File: src/rtl/cppc_pkg.sv
// Types, constants and command/status structs of the pointer-chase block.
`timescale 1ns / 1ps
package cppc_pkg;

  localparam int unsigned DEPTH     = 65536;
  localparam int unsigned POS_W     = 16;
  localparam int unsigned SIZE_W    = 17;
  localparam int unsigned STEP_W    = 32;
  localparam int unsigned SEED_W    = 32;
  localparam int unsigned CFG_W     = 32;
  localparam int unsigned CFG_IDX_W = 2;
  localparam int unsigned LCG_W     = 48;
  localparam int unsigned CHUNK_W   = 16;
  localparam int unsigned MUL_W     = 35;
  localparam int unsigned PROD_W    = CHUNK_W + MUL_W;
  localparam int unsigned DRAW_W    = 31;
  localparam int unsigned DRAW_LSB  = LCG_W - DRAW_W;
  localparam int unsigned DIV_CNT_W = $clog2(DRAW_W);

  localparam logic [MUL_W-1:0]   LCG_MUL  = 35'h5DEECE66D;
  localparam logic [LCG_W-1:0]   LCG_ADD  = 48'hB;
  localparam logic [CHUNK_W-1:0] SEED_LOW = 16'h330E;

  localparam logic [SIZE_W-1:0] DEPTH_SIZE  = SIZE_W'(DEPTH);
  localparam logic [SIZE_W-1:0] RESET_SIZE  = SIZE_W'(65536);
  localparam logic [STEP_W-1:0] RESET_STEPS = STEP_W'(100000000);
  localparam logic [SEED_W-1:0] RESET_SEED  = SEED_W'(123);

  localparam logic [CFG_IDX_W-1:0] CFG_SIZE  = 2'd0;
  localparam logic [CFG_IDX_W-1:0] CFG_STEPS = 2'd1;
  localparam logic [CFG_IDX_W-1:0] CFG_SEED  = 2'd2;

  localparam logic CMD_GENERATE = 1'b0;
  localparam logic CMD_FOLLOW   = 1'b1;

  typedef enum logic [1:0] {
    SCR_RD_IDX,
    SCR_RD_J,
    SCR_RD_ZERO
  } scr_rd_e;

  typedef enum logic [1:0] {
    SCR_WR_NONE,
    SCR_WR_INIT,
    SCR_WR_I,
    SCR_WR_J
  } scr_wr_e;

  typedef enum logic [1:0] {
    SUCC_WR_NONE,
    SUCC_WR_LINK,
    SUCC_WR_CLOSE
  } succ_wr_e;

  typedef enum logic [1:0] {
    RES_GEN,
    RES_OOR,
    RES_POS,
    RES_WALK
  } res_e;

  typedef struct packed {
    logic     accept;
    logic     lcg_seed;
    logic     lcg_start;
    logic     mod_start;
    logic     idx_clr;
    logic     idx_one;
    logic     idx_inc;
    logic     idx_dec;
    scr_rd_e  scr_rd;
    scr_wr_e  scr_wr;
    logic     tmp_load;
    logic     link_first;
    succ_wr_e succ_wr;
    logic     walk_start;
    logic     walk_step;
    logic     res_load;
    res_e     res_sel;
    logic     out_load;
  } cppc_cmd_t;

  typedef struct packed {
    logic cmd_follow;
    logic oor;
    logic steps_zero;
    logic last_step;
    logic idx_zero;
    logic idx_last;
    logic lcg_done;
    logic mod_done;
  } cppc_status_t;

endpackage

File: src/rtl/cppc_ctrl.sv
// Controller: sequences generate (fill, shuffle, link) and follow (walk) commands.
`timescale 1ns / 1ps
module cppc_ctrl import cppc_pkg::*; (
  input  logic         clk_i,
  input  logic         rst_ni,
  input  logic         in_valid_i,
  output logic         in_ready_o,
  output logic         out_valid_o,
  input  logic         out_ready_i,
  input  cppc_status_t status_i,
  output cppc_cmd_t    cmd_o
);

  localparam logic [4:0] S_IDLE     = 5'd0;
  localparam logic [4:0] S_START    = 5'd1;
  localparam logic [4:0] S_INIT     = 5'd2;
  localparam logic [4:0] S_SH_TOP   = 5'd3;
  localparam logic [4:0] S_SH_LCG   = 5'd4;
  localparam logic [4:0] S_SH_MOD   = 5'd5;
  localparam logic [4:0] S_SH_RDI   = 5'd6;
  localparam logic [4:0] S_SH_RDJ   = 5'd7;
  localparam logic [4:0] S_SH_WRI   = 5'd8;
  localparam logic [4:0] S_SH_WRJ   = 5'd9;
  localparam logic [4:0] S_LK_RD0   = 5'd10;
  localparam logic [4:0] S_LK_FIRST = 5'd11;
  localparam logic [4:0] S_LK_RD    = 5'd12;
  localparam logic [4:0] S_LK_WR    = 5'd13;
  localparam logic [4:0] S_LK_END   = 5'd14;
  localparam logic [4:0] S_FW_WALK  = 5'd15;
  localparam logic [4:0] S_DONE     = 5'd16;

  logic [4:0] state_q, state_d;
  logic       out_valid_q, out_valid_d;

  always_comb begin
    state_d = state_q;
    cmd_o   = '0;
    cmd_o.scr_rd  = SCR_RD_IDX;
    cmd_o.scr_wr  = SCR_WR_NONE;
    cmd_o.succ_wr = SUCC_WR_NONE;
    cmd_o.res_sel = RES_GEN;
    case (state_q)
      S_IDLE: begin
        if (in_valid_i) begin
          cmd_o.accept = 1'b1;
          state_d      = S_START;
        end
      end
      S_START: begin
        priority if (!status_i.cmd_follow) begin
          cmd_o.lcg_seed = 1'b1;
          cmd_o.idx_clr  = 1'b1;
          state_d        = S_INIT;
        end else if (status_i.oor) begin
          cmd_o.res_load = 1'b1;
          cmd_o.res_sel  = RES_OOR;
          state_d        = S_DONE;
        end else if (status_i.steps_zero) begin
          cmd_o.res_load = 1'b1;
          cmd_o.res_sel  = RES_POS;
          state_d        = S_DONE;
        end else begin
          cmd_o.walk_start = 1'b1;
          state_d          = S_FW_WALK;
        end
      end
      S_INIT: begin
        cmd_o.scr_wr = SCR_WR_INIT;
        if (status_i.idx_last) begin
          state_d = S_SH_TOP;
        end else begin
          cmd_o.idx_inc = 1'b1;
        end
      end
      S_SH_TOP: begin
        if (status_i.idx_zero) begin
          state_d = S_LK_RD0;
        end else begin
          cmd_o.lcg_start = 1'b1;
          state_d         = S_SH_LCG;
        end
      end
      S_SH_LCG: begin
        if (status_i.lcg_done) begin
          cmd_o.mod_start = 1'b1;
          state_d         = S_SH_MOD;
        end
      end
      S_SH_MOD: begin
        if (status_i.mod_done) begin
          state_d = S_SH_RDI;
        end
      end
      S_SH_RDI: begin
        cmd_o.scr_rd = SCR_RD_IDX;
        state_d      = S_SH_RDJ;
      end
      S_SH_RDJ: begin
        cmd_o.tmp_load = 1'b1;
        cmd_o.scr_rd   = SCR_RD_J;
        state_d        = S_SH_WRI;
      end
      S_SH_WRI: begin
        cmd_o.scr_wr = SCR_WR_I;
        state_d      = S_SH_WRJ;
      end
      S_SH_WRJ: begin
        // j written last; a self-swap leaves the entry unchanged
        cmd_o.scr_wr  = SCR_WR_J;
        cmd_o.idx_dec = 1'b1;
        state_d       = S_SH_TOP;
      end
      S_LK_RD0: begin
        cmd_o.scr_rd = SCR_RD_ZERO;
        state_d      = S_LK_FIRST;
      end
      S_LK_FIRST: begin
        cmd_o.link_first = 1'b1;
        if (status_i.idx_last) begin
          state_d = S_LK_END;
        end else begin
          cmd_o.idx_one = 1'b1;
          state_d       = S_LK_RD;
        end
      end
      S_LK_RD: begin
        cmd_o.scr_rd = SCR_RD_IDX;
        state_d      = S_LK_WR;
      end
      S_LK_WR: begin
        cmd_o.succ_wr = SUCC_WR_LINK;
        if (status_i.idx_last) begin
          state_d = S_LK_END;
        end else begin
          cmd_o.idx_inc = 1'b1;
          state_d       = S_LK_RD;
        end
      end
      S_LK_END: begin
        cmd_o.succ_wr  = SUCC_WR_CLOSE;
        cmd_o.res_load = 1'b1;
        cmd_o.res_sel  = RES_GEN;
        state_d        = S_DONE;
      end
      S_FW_WALK: begin
        if (status_i.last_step) begin
          cmd_o.res_load = 1'b1;
          cmd_o.res_sel  = RES_WALK;
          state_d        = S_DONE;
        end else begin
          cmd_o.walk_step = 1'b1;
        end
      end
      S_DONE: begin
        // hold until the output register is free
        if (!out_valid_q || out_ready_i) begin
          cmd_o.out_load = 1'b1;
          state_d        = S_IDLE;
        end
      end
      default: begin
        state_d = S_IDLE;
      end
    endcase
  end

  always_comb begin
    if (cmd_o.out_load) begin
      out_valid_d = 1'b1;
    end else if (out_ready_i) begin
      out_valid_d = 1'b0;
    end else begin
      out_valid_d = out_valid_q;
    end
  end

  always_ff @(posedge clk_i or negedge rst_ni) begin
    if (!rst_ni) begin
      state_q     <= S_IDLE;
      out_valid_q <= 1'b0;
    end else begin
      state_q     <= state_d;
      out_valid_q <= out_valid_d;
    end
  end

  assign in_ready_o  = (state_q == S_IDLE);
  assign out_valid_o = out_valid_q;

endmodule

File: config.mk
export PLATFORM = sky130hd
export DESIGN_NAME = cppc_ctrl
export DESIGN_NICKNAME = d
export VERILOG_FILES = /design/src/rtl/cppc_pkg.sv /design/src/rtl/cppc_ctrl.sv
export SDC_FILE = /design/constraint.sdc
export NUM_CORES = 1
export LEC_CHECK = 0
export BUFFER_PORTS_ARGS = -buffer_cell sky130_fd_sc_hd__clkbuf_2
export CORE_MARGIN = 5
export CORE_UTILIZATION = 49
export DETAILED_ROUTE_END_ITERATION = 16
export HOLD_SLACK_MARGIN = 0.12
export PLACE_DENSITY_LB_ADDON = 0.1
export SETUP_SLACK_MARGIN = 0.02
export SLEW_MARGIN = 0
export SYNTH_ARGS = -nofsm -noshare
export SYNTH_HDL_FRONTEND = slang
export SYNTH_SLANG_ARGS = --single-unit
File: constraint.sdc
create_clock -name clk_i -period 5.4 [get_ports clk_i]
set_clock_uncertainty 0.2 [all_clocks]
set_input_delay 1.08 -clock clk_i [delete_from_list [all_inputs] [get_ports clk_i]]
set_output_delay 1.08 -clock clk_i [all_outputs]
set_load 0.01 [all_outputs]
==> results of run 1 <==
-- path summary, 6_finish.rpt --
kind / start / end / slack [ps] / cells past startpoint
setup / recovery: state_q[2] / cmd_o[15] / 2120 / 5
hold / removal: rst_ni / out_valid_o / 460 / 1
setup reg to reg: state_q[0] / state_q[0] / 3040 / 5
hold reg to reg: out_valid_o / out_valid_o / 500 / 2
max in group asynchronous: rst_ni / state_q[1] / 4400 / 1
min in group clk_i: out_valid_o / out_valid_o / 500 / 2
-- through the flow --
step	std cells	total power, mW
after floorplan	102	0.372
after global routing	145	0.498
after CTS	145	0.456
after global placement	142	0.413
final	145	0.453
after detailed placement	142	0.413
-- final cells by class --
class	instances	area, µm²
fill	159	584
multi-input combinational	80	500
timing repair buffer	35	175
sequential	6	150
clock buffer	3	22.5
tap	16	20.0
inverter	5	18.8
-- worst register-to-register path: stages, from the launching register on --
cell and delay (ps):
dfrtp_1 640, inv_1 180, or4_1 560, a21oi_2 180
mux2_4 190, mux2_4 290
-- report_power, final --
group | switching (mW) | internal (mW) | leakage (nW)
registers | 0.0617 | 0.0631 | 0.0765
logic | 0.150 | 0.138 | 0.349
clock network | 0.0147 | 0.0250 | 0.0138
-- routing by layer --
| layer | track usage [%] | vias up | part of all wire (%) |
|---|---|---|---|
| met5 | 0 | - | 0 |
| met1 | 21.4 | 370 | 46 |
| met2 | 25.5 | 31 | 47 |
| met4 | 3.59 | 0 | 0 |
| met3 | 5.20 | 0 | 7.4 |
| li1 | - | 413 | - |
-- state kept, by name, summed over array words and instances (netlist names) --
signal       count
state_q          5
out_valid_o      1
-- synthesized netlist by cell type (all sizes together) (2+ instances only) --
master,count,area share (%)
nor2,12,6.0
buf,8,8.8
nor3,8,5.3
a21oi,6,4.5
dfrtp,6,20
o21ai,6,4.0
inv,5,2.5
nand2,5,2.5
nand3,4,2.7
nor2b,4,3.3
or3,4,3.5
clkbuf,3,2.0
mux2,3,6.0
or2,3,2.5
or4,3,3.0
a211oi,2,2.0
nand2b,2,1.7
-- logic make-up (layout without fill, tap and decap cells) --
| kind of cell | Yosys count | count (layout) | share of synthesized area (%) |
|---|---|---|---|
| compound gates | 23 | 23 | 20.8 |
| xor+xnor | 1 | 1 | 1.17 |
| fa+ha+maj | 1 | 1 | 1.33 |
| buf+inv | 16 | 43 | 13.3 |
| flops | 6 | 6 | 20.0 |
| mux | 4 | 4 | 7.33 |
| simple gates | 51 | 51 | 36.0 |
==> results_dict.tcl, run 1 <==
set metrics [dict create \
    status "completed" \
    crit_path_start_kind "flip-flop" \
    maxSlewViolCount 0 \
    drt_wl_total_um 1880 \
    synth_seq_cells 6 \
    layout_common_cells "clkbuf_2 (35), nor2_1 (12), nor3_1 (8)" \
    cpLargestDelayFamily "simple AND/OR/NAND/NOR gates" \
    ant_nets 0 \
    final_common_cell "clkbuf_2" \
    cts_buffer_depth 2 \
    tightest_slew_ps 515 \
    htree_levels 1 \
    tritoncts "yes" \
    worstSetupPathType "reg -> out" \
    ys_warn_count 0 \
    synthDistinctLibCells 42 \
    numClockSinks 6 \
    start_util_pct 51.0 \
    drcViolationCount 0 \
    synth-edff-count 0 \
    cts_root_buffer "clkbuf_4" \
    drive_above_1_share_pct 36.4 \
    vias 814 \
    antenna_cells 0 \
    place_hpwl_um 1450 \
    netlist_instances 102 \
    overflow 0 \
    cts_resized 0 \
    synth_area_um2 751 \
    viasPerCell 5.61 \
    max-cap-violations 0 \
    setup_slack_ps 2120 \
    synth_top_flop_cell "dfrtp_1" \
    slew_headroom_pct 65.7 \
    period_minus_slack_ps 3280 \
    power_density_nw_per_um2 510 \
    dieHeight_um 49.1 \
    arrival_ps 2000 \
    area_growth_pct 18.2 \
    critPathRequiredTime_ps 4120 \
    hold_viol_final 0 \
    gp_congestion 0.767 \
    final_util_pct 60.3 \
    synth_area_per_cell_um2 7.36 \
    drt_pass1_iterations 4 \
    rows 14 \
    path_buf_inv 2 \
    track_usage_pct 16.3 \
    placed_area_um2 865 \
    max_freq_ghz 0.305 \
    clk_latency_ps 240 \
    nNetsFinal 143 \
    worstSetupEndpointType "output port" \
    clkTransAtPathRegs_ps 40 \
    cpPeakStageDelay_ps 570 \
    io_buffers 35 \
    cpMaxStageDelayCell "dfrtp_1" \
    die_area_um2 2410 \
    dp_slack_ps 2270 \
    finalSetupTns_ps 0 \
    antenna_found_initial 0 \
    cts_made_buffers 3 \
    cts.repair_timing.setup_buffer_count 0 \
    crit_chain "inv_1 -> or3_1 -> or2_1 -> a21oi_1 -> clkbuf_2" \
    synth.yosys.seq_area_share_pct 20.0 \
    grt_pass1_wl_um 3270 \
    first_global_vias 757 \
    rsz0062_at_grt "no" \
    syn_nets 114 \
    final.period_utilization_pct 60.8 \
    worst_ir_drop_vdd_mv 0.275 \
    cp_max_fo 13 \
    postCtsHoldBufs 0 \
    p_leak_nw 0.439 \
    pin_count 36 \
    core-area_um2 1470 \
    die_w_um 49.1 \
    drt-initial-drc-count 20 \
    wl_per_cell_um 13.0 \
    synth-async-reset-ratio_pct 100 \
    grt_max_degree 17 \
    fin_area_um2 887 \
    hold_class "in -> async" \
    holdWs_ps 456 \
    setup_viol 0 \
]
No activity file was read; power rests on OpenSTA's default activity.
==> run 2, diff against run 1 <==
--- a/config.mk
+++ b/config.mk
@@ -5,9 +5,10 @@
 export SDC_FILE = /design/constraint.sdc
 export NUM_CORES = 1
 export LEC_CHECK = 0
+export ABC_AREA = 1
 export BUFFER_PORTS_ARGS = -buffer_cell sky130_fd_sc_hd__clkbuf_2
 export CORE_MARGIN = 5
-export CORE_UTILIZATION = 49
+export CORE_UTILIZATION = 46
 export DETAILED_ROUTE_END_ITERATION = 16
 export HOLD_SLACK_MARGIN = 0.12
 export PLACE_DENSITY_LB_ADDON = 0.1
==> constraint.sdc (replaced) <==
create_clock -name clk_i -period 3.41 [get_ports clk_i]
set_clock_uncertainty 0.2 [all_clocks]
set_input_delay 0.682 -clock clk_i [delete_from_list [all_inputs] [get_ports clk_i]]
set_output_delay 0.682 -clock clk_i [all_outputs]
set_load 0.01 [all_outputs]
==> results_dict.tcl, run 2 <==
set metrics [dict create \
    antenna_found_initial 0 \
    final.period_utilization_pct 74.7 \
    synth_area_um2 813 \
    area_growth_pct 26.9 \
    path_buf_inv 2 \
    wl_per_cell_um 11.0 \
    finalPower_uw 732 \
    ys_warn_count 0 \
    synth-edff-count 0 \
    worstSetupPathType "reg -> out" \
    final_util_pct 60.4 \
    viasPerCell 4.65 \
    overflow 0 \
    clkPwrFrac_pct 9.0 \
    p_leak_nw 0.659 \
    setup_viol 0 \
    yosys.area.top_type_share_pct 18.5 \
    maxSlewViolCount 0 \
    synth_seq_cells 6 \
    layout_common_cells "clkbuf_2 (35), nand2_1 (30), inv_1 (22)" \
    track_usage_pct 17.3 \
    power.switching_uw 417 \
    vias 916 \
    cpPeakStageDelay_ps 500 \
    final_common_cell "clkbuf_2" \
    worstSetupEndpointType "output port" \
    pin_count 36 \
    largest_register "state_q" \
    crit_chain "nor2_4 -> nand2_4 -> nor2_4 -> inv_2 -> nor2_2 -> nand2_1 -> nand3_1 -> clkbuf_2" \
    swShare_pct 57.0 \
    setup_slack_ps 864 \
    gp_congestion 0.861 \
    core-area_um2 1710 \
    rsz0062_at_grt "no" \
    cp_max_fo 9 \
    cpMostUsedCell "nor2_4" \
    grt_max_degree 11 \
    tightest_slew_ps 374 \
    synth.yosys.seq_area_share_pct 18.5 \
    met2_usage_pct 31.4 \
    max-cap-violations 0 \
    drcViolationCount 0 \
    synth-async-reset-ratio_pct 100 \
    drt_pass1_iterations 4 \
    cts_buffer_depth 2 \
    syn_nets 148 \
    largest_reg_flops 5 \
    synth_area_per_cell_um2 5.98 \
    first_global_vias 870 \
    start_util_pct 47.6 \
    grtUsageMet1_pct 20.6 \
    met3_usage_pct 4.01 \
    synth_top_cells_by_area "dfrtp_1 (18%), nand2_1 (14%), inv_1 (10%), nor2_4 (8.3%), nor2_1 (7.4%)" \
    drive_above_1_share_pct 41.9 \
    cpMaxStageDelayCell "dfrtp_1" \
    dp_slack_ps 1070 \
    clkTransAtPathRegs_ps 50 \
    place_hpwl_um 1820 \
    arrival_ps 1660 \
    ant_nets 0 \
    netlist_top_cells_count "nand2_1 (30), inv_1 (22), nor2_1 (16)" \
    io_buffers 35 \
    cts_root_buffer "clkbuf_4" \
    slew_headroom_pct 75.1 \
    antenna_cells 0 \
    netlist_instances 136 \
    yosys.cell_count.top_type "nand2_1" \
    tritoncts "yes" \
    die_w_um 52.0 \
    rows 15 \
    cts_made_buffers 3 \
    power_density_nw_per_um2 709 \
    hold_class "reg -> reg" \
    p_seq_share_pct 22.3 \
    grt_pass1_wl_um 3550 \
    hold_viol_final 0 \
    synth_top_flop_cell "dfrtp_1" \
    yosys.area.top_type "dfrtp_1" \
    drt-initial-drc-count 11 \
    htree_levels 1 \
    numClockSinks 6 \
    nNetsFinal 186 \
    drt_wl_total_um 2160 \
    finalSetupTns_ps 0 \
    clk_latency_ps 250 \
    max_freq_ghz 0.393 \
    dieHeight_um 52.0 \
    pwr-share-comb_pct 68.7 \
    synthDistinctLibCells 23 \
    crit_path_start_kind "flip-flop" \
    period_minus_slack_ps 2550 \
    critPathRequiredTime_ps 2530 \
    internal_power_uw 315 \
    grt_busiest_layer "met2" \
    worst_ir_drop_vdd_mv 0.405 \
    status "completed" \
    cpLargestDelayFamily "simple AND/OR/NAND/NOR gates" \
    die_area_um2 2710 \
]
run 2: cell types whose count changed after synthesis, sizes merged, moves of 12 or more:
cell	previous run	this run
inv	5	30
nand2	5	38
nand3	4	16
nor2	12	27
run 2: final cells by class:
| cell class | count | area [µm²] |
|---|---|---|
| clock buffer | 3 | 22.5 |
| fill | 197 | 676 |
| inverter | 30 | 115 |
| multi-input combinational | 97 | 528 |
| sequential | 6 | 150 |
| tap | 25 | 31.3 |
| timing repair buffer | 36 | 185 |
run 2: metal layers:
| layer | wire [µm] | share of wire [%] | up-vias |
|---|---|---|---|
| li1 | - | - | 490 |
| met1 | 977 | 45 | 401 |
| met2 | 1070 | 50 | 25 |
| met3 | 111 | 5.1 | 0 |
| met4 | 0 | 0 | 0 |
| met5 | 0 | 0 | - |
run 2: kinds of logic after synthesis:
group | Yosys count | share of synthesized area, %
buffers and inverters | 33 | 16.6
AND/OR/NAND/NOR | 92 | 61.8
AO/OA/AOI/OAI | 5 | 3.08
flip-flops | 6 | 18.5
run 2: through the flow:
stage	cell area, µm²	hold WS, ps	cells
floorplan	813	186	136
global placement	1000	310	193
detailed placement	1000	311	193
CTS	1030	347	197
global route	1030	399	197
finish	1030	345	197
run 2: final timing paths:
path | from | to | slack [ps] | cells past startpoint
worst min register to register | out_valid_o | out_valid_o | 340 | 2
min in group asynchronous | rst_ni | state_q[4] | 600 | 2
worst min-delay path | out_valid_o | out_valid_o | 340 | 2
max in group asynchronous | rst_ni | state_q[2] | 2260 | 2
worst max-delay path | state_q[2] | cmd_o[3] | 860 | 8
worst max register to register | state_q[4] | state_q[0] | 1780 | 9
run 2: what timing repair did:
item,CTS,global route
hold buffers,1,0
setup buffers,0,0
resized for setup,0,0
endpoints found under the hold margin,6,0
run 2: worst reg2reg max path, stage by stage (launching register included):
cell and delay (ps):
dfrtp_1 480, inv_4 170, nand2_2 60, nor2_2 180
nand3_1 120, nand3_2 140, inv_2 50, nand2_2 50
nand2_1 50, nand2_1 60
run 2: power groups by stage:
stage	combinational (mW)	sequential, mW	clock [mW]
final	0.502	0.163	0.0659
after global routing	0.567	0.168	0.0731
after CTS	0.508	0.162	0.0676
after detailed placement	0.505	0.163	0
after global placement	0.500	0.164	0
after floorplan	0.401	0.140	0
==> run 3, diff against run 2 <==
==> constraint.sdc (replaced) <==
create_clock -name clk_i -period 2.6 [get_ports clk_i]
set_clock_uncertainty 0.2 [all_clocks]
set_input_delay 0.52 -clock clk_i [delete_from_list [all_inputs] [get_ports clk_i]]
set_output_delay 0.52 -clock clk_i [all_outputs]
set_load 0.01 [all_outputs]
==> results_dict.tcl, run 3 (synthesis gave the netlist of run 2 again) <==
set metrics [dict create \
    status "completed" \
    largest_reg_flops 5 \
    viasPerCell 4.80 \
    period_minus_slack_ps 2360 \
    antenna_found_initial 0 \
    io_buffers 35 \
    final_common_cell "clkbuf_2" \
    layout_common_cells "clkbuf_2 (35), nand2_1 (30), inv_1 (22)" \
    grt_max_degree 11 \
    area_growth_pct 26.9 \
    die_w_um 52.0 \
    hold_viol_final 0 \
    cts_buffer_depth 2 \
    vias 945 \
    drive_above_1_share_pct 41.9 \
    max_freq_ghz 0.423 \
    cp_max_fo 7 \
    wl_per_cell_um 11.2 \
    cts_made_buffers 3 \
    maxSlewViolCount 0 \
    cpMostUsedCell "nor2_4" \
    cpPeakStageDelay_ps 480 \
    drt_wl_total_um 2210 \
    ant_nets 0 \
    cpMaxStageDelayCell "dfrtp_1" \
    cts_root_buffer "clkbuf_4" \
    drcViolationCount 0 \
    crit_path_start_kind "flip-flop" \
    p_leak_nw 0.659 \
    first_global_vias 881 \
    nNetsFinal 186 \
    track_usage_pct 18.1 \
    clk_latency_ps 240 \
    arrival_ps 1640 \
    grt_pass1_wl_um 3700 \
    dieHeight_um 52.0 \
    worstSetupPathType "reg -> out" \
    cpLargestDelayFamily "simple AND/OR/NAND/NOR gates" \
    setup_viol 0 \
    core-area_um2 1710 \
    pin_count 36 \
    numClockSinks 6 \
    r2r_slack_ps 940 \
    rows 15 \
    power_density_nw_per_um2 935 \
    cts.repair_timing.setup_buffer_count 0 \
    start_util_pct 47.6 \
    tritoncts "yes" \
    critPathRequiredTime_ps 1880 \
    rsz0062_at_grt "no" \
    worst_ir_drop_vdd_mv 0.568 \
    hold_class "in -> reg" \
    htree_levels 1 \
    path_buf_inv 2 \
    largest_register "state_q" \
    crit_chain "nor2_4 -> nand2_4 -> nor2_4 -> inv_2 -> nor2_2 -> nand2_1 -> nand3_1 -> clkbuf_2" \
    finalSetupTns_ps 0 \
    antenna_cells 0 \
    clkTransAtPathRegs_ps 40 \
    overflow 0 \
    slew_headroom_pct 77.7 \
    die_area_um2 2710 \
    final.period_utilization_pct 90.8 \
    tightest_slew_ps 335 \
    drt-initial-drc-count 22 \
    drt_pass1_iterations 4 \
    place_hpwl_um 1920 \
    worstSetupEndpointType "output port" \
    gp_congestion 0.851 \
    max-cap-violations 0 \
    finalPower_uw 965 \
]
run 3: cell counts in the layout (fill, tap and decap cells not counted):
No cell type changed its count.
run 3: metal layers:
layer	track usage, %	part of all wire, %	vias up
met5	0	0	-
met4	4.37	0	0
met3	4.01	7.5	0
met2	32.6	51	42
met1	21.4	41	416
li1	-	-	487
run 3: timing repair:
item / in CTS / in global routing
hold endpoints to repair: 6 / 0
hold buffers: 1 / 0
resized for setup: 0 / 0
run 3: worst paths after layout:
| check | from | end | cells past startpoint |
|---|---|---|---|
| setup / recovery | state_q[3] | cmd_o[3] | 8 |
| hold / removal | out_ready_i | out_valid_o | 2 |
| setup reg to reg | state_q[4] | state_q[0] | 9 |
| hold reg to reg | out_valid_o | out_valid_o | 2 |
| max in group asynchronous | rst_ni | state_q[3] | 2 |
| min in group asynchronous | rst_ni | state_q[4] | 2 |
run 3: worst register-to-register path, cell delays in order (launching register included):
cell,delay (ps)
dfrtp_1,490
inv_4,180
nand2_2,60
nor2_2,190
nand3_1,120
nand3_2,140
inv_2,50
nand2_2,60
nand2_1,50
nand2_1,60
run 3: power by group:
| group | switching, mW | internal [mW] | total, mW | leakage (nW) |
|---|---|---|---|---|
| Sequential | 0.0814 | 0.129 | 0.211 | 0.0782 |
| Combinational | 0.437 | 0.232 | 0.669 | 0.567 |
| Clock | 0.0330 | 0.0522 | 0.0852 | 0.0138 |
run 3: area by class of cell:
class	instances	area (µm²)
fill	176	676
sequential	6	150
inverter	30	115
timing repair buffer	36	185
tap	25	31.3
multi-input combinational	97	528
clock buffer	3	22.5
run 3: per-stage QoR:
stage                     cell area [µm²]  setup slack (ps)  hold WS [ps]  cells  util, %
final                                1030               238           287    197     60.4
after CTS                            1030               233           279    197     60.4
after global placement               1000               565           152    193     58.5
after floorplan                       813               622          24.4    136        -
after detailed placement             1000               499           153    193     58.5
after global routing                 1030              71.7           278    197     60.4
